--- config.mk ---
export PLATFORM = sky130hd
export DESIGN_NAME = pclim_cmp
export DESIGN_NICKNAME = d
export VERILOG_FILES = /design/src/hw/rtl/pclim_pkg.sv /design/src/hw/rtl/pclim_cmp.sv
export SDC_FILE = /design/constraint.sdc
export NUM_CORES = 1
export LEC_CHECK = 0
export BUFFER_PORTS_ARGS = -buffer_cell sky130_fd_sc_hd__buf_4
export CORE_UTILIZATION = 45
export DETAILED_ROUTE_END_ITERATION = 8
export PLACE_DENSITY_LB_ADDON = 0.1
export SYNTH_ARGS = -nofsm -noshare
export SYNTH_HDL_FRONTEND = slang
export SYNTH_SLANG_ARGS = --single-unit
export TNS_END_PERCENT = 100
--- constraint.sdc ---
create_clock -name vclk -period 9.6
set_input_delay 0.96 -clock vclk [all_inputs]
set_output_delay 0.96 -clock vclk [all_outputs]
set_load 0.02 [all_outputs]
--- src/hw/rtl/pclim_pkg.sv ---
// Package for the per-host connection limiter.
// Pool sizing, entry layout, action/status/register codes and shared structs.
// No dependencies.
package pclim_pkg;

  localparam int unsigned POOL_ENTRIES = 64;
  localparam int unsigned IDX_W  = (POOL_ENTRIES > 1) ? $clog2(POOL_ENTRIES) : 1;
  localparam int unsigned USED_W = $clog2(POOL_ENTRIES + 1);

  localparam int unsigned ADDR_W   = 32;
  localparam int unsigned COUNT_W  = 16;
  localparam int unsigned TIME_W   = 48;
  localparam int unsigned WIN_W    = 32;
  localparam int unsigned ACTION_W = 2;
  localparam int unsigned STATUS_W = 3;
  localparam int unsigned CFG_IDX_W  = 1;
  localparam int unsigned CFG_DATA_W = 32;

  localparam logic [ACTION_W-1:0] ACT_QUERY  = 2'd0;
  localparam logic [ACTION_W-1:0] ACT_RECORD = 2'd1;
  localparam logic [ACTION_W-1:0] ACT_CLEAR  = 2'd2;

  localparam logic [STATUS_W-1:0] ST_FOUND     = 3'd0;
  localparam logic [STATUS_W-1:0] ST_NOT_FOUND = 3'd1;
  localparam logic [STATUS_W-1:0] ST_NEW       = 3'd2;
  localparam logic [STATUS_W-1:0] ST_REUSED    = 3'd3;
  localparam logic [STATUS_W-1:0] ST_DROPPED   = 3'd4;

  localparam logic [CFG_IDX_W-1:0] CFG_WINDOW = 1'd0;
  localparam logic [CFG_IDX_W-1:0] CFG_LIMIT  = 1'd1;

  localparam logic [WIN_W-1:0]   WINDOW_RESET = 32'd60000;
  localparam logic [COUNT_W-1:0] LIMIT_RESET  = 16'd10;

  typedef struct packed {
    logic [ADDR_W-1:0]  address;
    logic [COUNT_W-1:0] count;
    logic [TIME_W-1:0]  start;
  } entry_t;

  typedef struct packed {
    logic match;
    logic expired;
  } cmp_res_t;

endpackage

--- src/hw/rtl/pclim_cmp.sv ---
// Shared compare unit: host address match and window expiry of one entry.
// Depends on pclim_pkg.
module pclim_cmp (
  input  logic [pclim_pkg::ADDR_W-1:0] host_i,
  input  logic [pclim_pkg::TIME_W-1:0] now_i,
  input  logic [pclim_pkg::WIN_W-1:0]  window_i,
  input  pclim_pkg::entry_t            entry_i,
  output pclim_pkg::cmp_res_t          res_o
);

  logic [pclim_pkg::TIME_W:0] age;

  // top bit set means time went backwards: never expired
  assign age = {1'b0, now_i} - {1'b0, entry_i.start};

  assign res_o.match   = (entry_i.address == host_i);
  assign res_o.expired = !age[pclim_pkg::TIME_W] &&
      (age[pclim_pkg::TIME_W-1:0] >
       {{(pclim_pkg::TIME_W-pclim_pkg::WIN_W){1'b0}}, window_i});

endmodule

# --- Word level (Yosys, flattened, before mapping) ---
# Index checks and enable logic that the tools add are counted.
totals:
  inputBits: 208
  regBits: 0
op_classes:
  reduce_logical: 2
  eq_ne: 1
  addsub: 1
  magnitude_cmp: 1
op_table:
  columns: ["op", "n"]
  rows:
  - ["subtractor 48 x 48 -> 49 bit", 1]
  - ["> comparator 48 x 32 -> 1 bit", 1]
  - ["equality test 32 bit", 1]
  - ["logical AND 1 bit", 1]
  - ["zero test 1 bit", 1]

# --- Logic depth before layout (Yosys ltp) ---
logic_depth:
  depth_word: 3
  mapped_depth: 24
  ltp_nobuf: 24

# --- Worst setup path before layout ---
# Ideal clock, no wire load.
synth_timing:
  path_type: "input to output"
  from: "input port now_i[0] (netlist name)"
  to: "output port res_o[0] (netlist name)"
  slack_ps: 3791
  required_time_ps: 8640
  arrival_time_ps: 4849
  stages: 24
  path_cell_list: "inv_1 > ha_1 > fa_1 > nand2b_1 > a21oi_1 > nand2b_1 > a21oi_1 > o21bai_1 > a21oi_1 > o21ai_0 > a21o_1 > a21oi_1 > xnor2_1 > ha_1 > nand4_1 > or2_2 > nor3_1 > mux2i_1 > o21ai_0 > nand4_1 > a221oi_2 > nand4b_1 > nor4_1 > a31oi_1"
synth_rtl:
  columns: ["element", "line", "source"]
  rows:
  - ["start, declared", "pclim_cmp.sv:5", "input logic [pclim_pkg::TIME_W-1:0] now_i,"]
  - ["end, declared", "pclim_cmp.sv:8", "output pclim_pkg::cmp_res_t res_o"]

==> metrics.md <==
| Metric | Value |
|---|---|
| Required @ worst endpoint | `a little under 9 ns` |
| Routed vias | `5182` |
| DP HPWL | `11.6 mm` |
| RSZ-0062 raised after global routing | `false` |
| Dpl ws | `2.96 ns` |
| ANT nets after route | `0` |
| Final WS setup | `2.92 ns` |
| Fmax | `around 150 MHz` |
| Top routing layer used | `met4` |
| Final Max Tran Viols | `0` |
| Startpoint types | `input pin` |
| VDD IR max | `0.0000285 V` |
| Hold WC Path Type | `input pin to output port` |
| Initial antenna violation count | `0` |
| FF+latch count | `0` |
| Total power | `373 uW` |
| Final hold vios | `0` |
| Slew @ Worst Pin | `0.627 ns` |
| Initial Util | `0.466` |
| ANT cells | `0` |
| # hold bufs at CTS | `0` |
| Met3 routed WL | `slightly above 500 um` |
| Number of global-route vias before repair | `4892` |
| PD cells | `63.7 nW/um^2` |
| Layout cells sized above 1 | `0.261` |
| Slew headroom | `0.577` |
| Global-route wire length before repair | `20.8 mm` |
| Fin cells | `952` |
| DR vias/cell | `5.44` |
| Buffers on Ports | `roughly 190` |
| Crit path time final | `6.68 ns` |
| Post-synth net total | `932` |
| Layout fillers | `858` |
| Register area | `0 um^2` |
| Worst EP arrival | `5.72 ns` |
| Commonest cells in the netlist | `inv_1 (99), ha_1 (80), a21oi_1 (73)` |
| Clk_buf instances | `0` |
| Global Route Usage Sum | `0.250` |
| Status | `finished, final reports clean` |
| GP Congestion | `0.881` |
| P&R area growth vs syn | `35.9%` |
| Synth top area share | `0.233` |
| Total Neg Setup Slack | `0 ns` |
| Yosys warns | `0` |
| Synthesized area per cell | `about 6.7 um^2` |
| Total length of routed wires | `12.9 mm` |
| M1 wire length | `5.06 mm` |
| Core Area | `9240 um^2` |
| Pin count of the biggest net entering global routing | `13` |
| Die Area | `between 9000 and 10000 um^2` |
| Grt ovf | `0` |
| Seq/Total Area, Yosys | `0` |
| Synth area leaders | `ha_1 (23%), xor2_1 (9.0%), inv_1 (8.6%)` |
| Post-CTS setup buffers | `0` |
| Post-synthesis cell type count | `66` |
| Post-cts resize count | `0` |
| Wire length per cell | `13.5 um` |
| Most frequent cell after synthesis | `inv_1` |
| Io pins | `between 200 and 250` |
| Period utilization | `0.695` |
| Post-layout util | `0.633` |
| DR WL met2 | `7.10 mm` |
| Synthesized instance count | `~640` |
| CP Max Fanout | `3` |
| Cell total after placement | `952` |
| Max-cap violations | `0` |
| Setup violators final | `0` |
| Die height | `around 100 um` |
| Area leader, netlist | `ha_1` |
| Nets | `1114` |
| Netlist Area Pre-Place | `around 4300 um^2` |
| Standard-cell row count | `35` |
| Critical Path Sink Type | `output port` |
| Residual DRC | `0` |
| Critical path type | `input pin to output port` |
| Starting DRT DRC Count | `145` |
| Pre-antenna DRT Iters | `5` |
| Leakage | `0.00304 uW` |
| Die Width | `99.8 um` |
[through the flow]
stage                     area (um^2)  hold slack, ns
after floorplan                  4300            2.22
after global placement           5850            2.45
after detailed placement         5850            2.46
after CTS                        5850            2.46
after global routing             5850            2.49
final                            5850            2.45
[final cells by class]
type,count,area (um^2),area share
inverter,99,372,0.0635
multi-input combinational,530,3860,0.660
tap,129,161,0.0276
timing repair buffer,194,1460,0.249
[report_power, final]
group	internal (uW)	switching, uW	total, uW
registers	0	0	0
clock network	0	0	0
logic	176	197	373
total	176	197	373
[layer usage]
metal,up-vias,GRT usage
li1,2662,-
met1,2359,0.268
met2,151,0.540
met3,10,0.00557
met4,0,0.0385
met5,-,0
[cell families (layout without fill, tap and decap cells)]
logic type | after synthesis | count (layout) | share of synthesized area
AOI/OAI and AO/OA | 197 | 197 | 0.302
muxes | 5 | 5 | 0.0119
xor gates and xnor gates | 66 | 66 | 0.134
buffers and inverters | 113 | 293 | 0.103
and+or+nand+nor | 181 | 181 | 0.211
adders and majority gates | 81 | 81 | 0.237
[final timing paths]
check | start | end | slack [ns] | cells past startpoint
setup / recovery | now_i[0] | res_o[0] | 2.92 | 26
hold / removal | host_i[15] | res_o[1] | 2.45 | 6
[layout by cell type, fill, tap and decap left out, types with 3 or more instances in the layout]
cell type and n:
a211oi_1 5, a21boi_0 3, a21o_1 16, a21oi_1 73
a21oi_2 3, a31oi_1 7, and2_1 3, buf_4 194
ha_1 80, inv_1 99, mux2i_1 4, nand2_1 49
nand2b_1 7, nand3_1 13, nand4_1 28, nor2_1 39
nor2b_1 4, nor3_1 9, nor4_1 11, o211ai_1 4
o21a_1 8, o21ai_0 34, o21ai_1 4, o21bai_1 7
o221ai_1 3, o31ai_1 4, or2_2 3, or3_1 4
xnor2_1 22, xor2_1 44
[critical path: stages]
cell,delay [ns]
buf_4,0.08
inv_1,0.03
ha_1,0.21
fa_1,0.41
nand2b_1,0.18
a21oi_1,0.26
nand2b_1,0.20
a21oi_1,0.11
o21bai_1,0.28
a21oi_1,0.21
o21ai_0,0.32
a21o_1,0.16
a21oi_1,0.07
xnor2_1,0.14
ha_1,0.28
nand4_1,0.07
or2_2,0.30
nor3_1,0.23
mux2i_1,0.10
o21ai_0,0.11
nand4_1,0.12
a221oi_2,0.19
nand4b_1,0.14
nor4_1,0.26
a31oi_1,0.13
buf_4,0.18
Power figures use the tool's default switching activity.
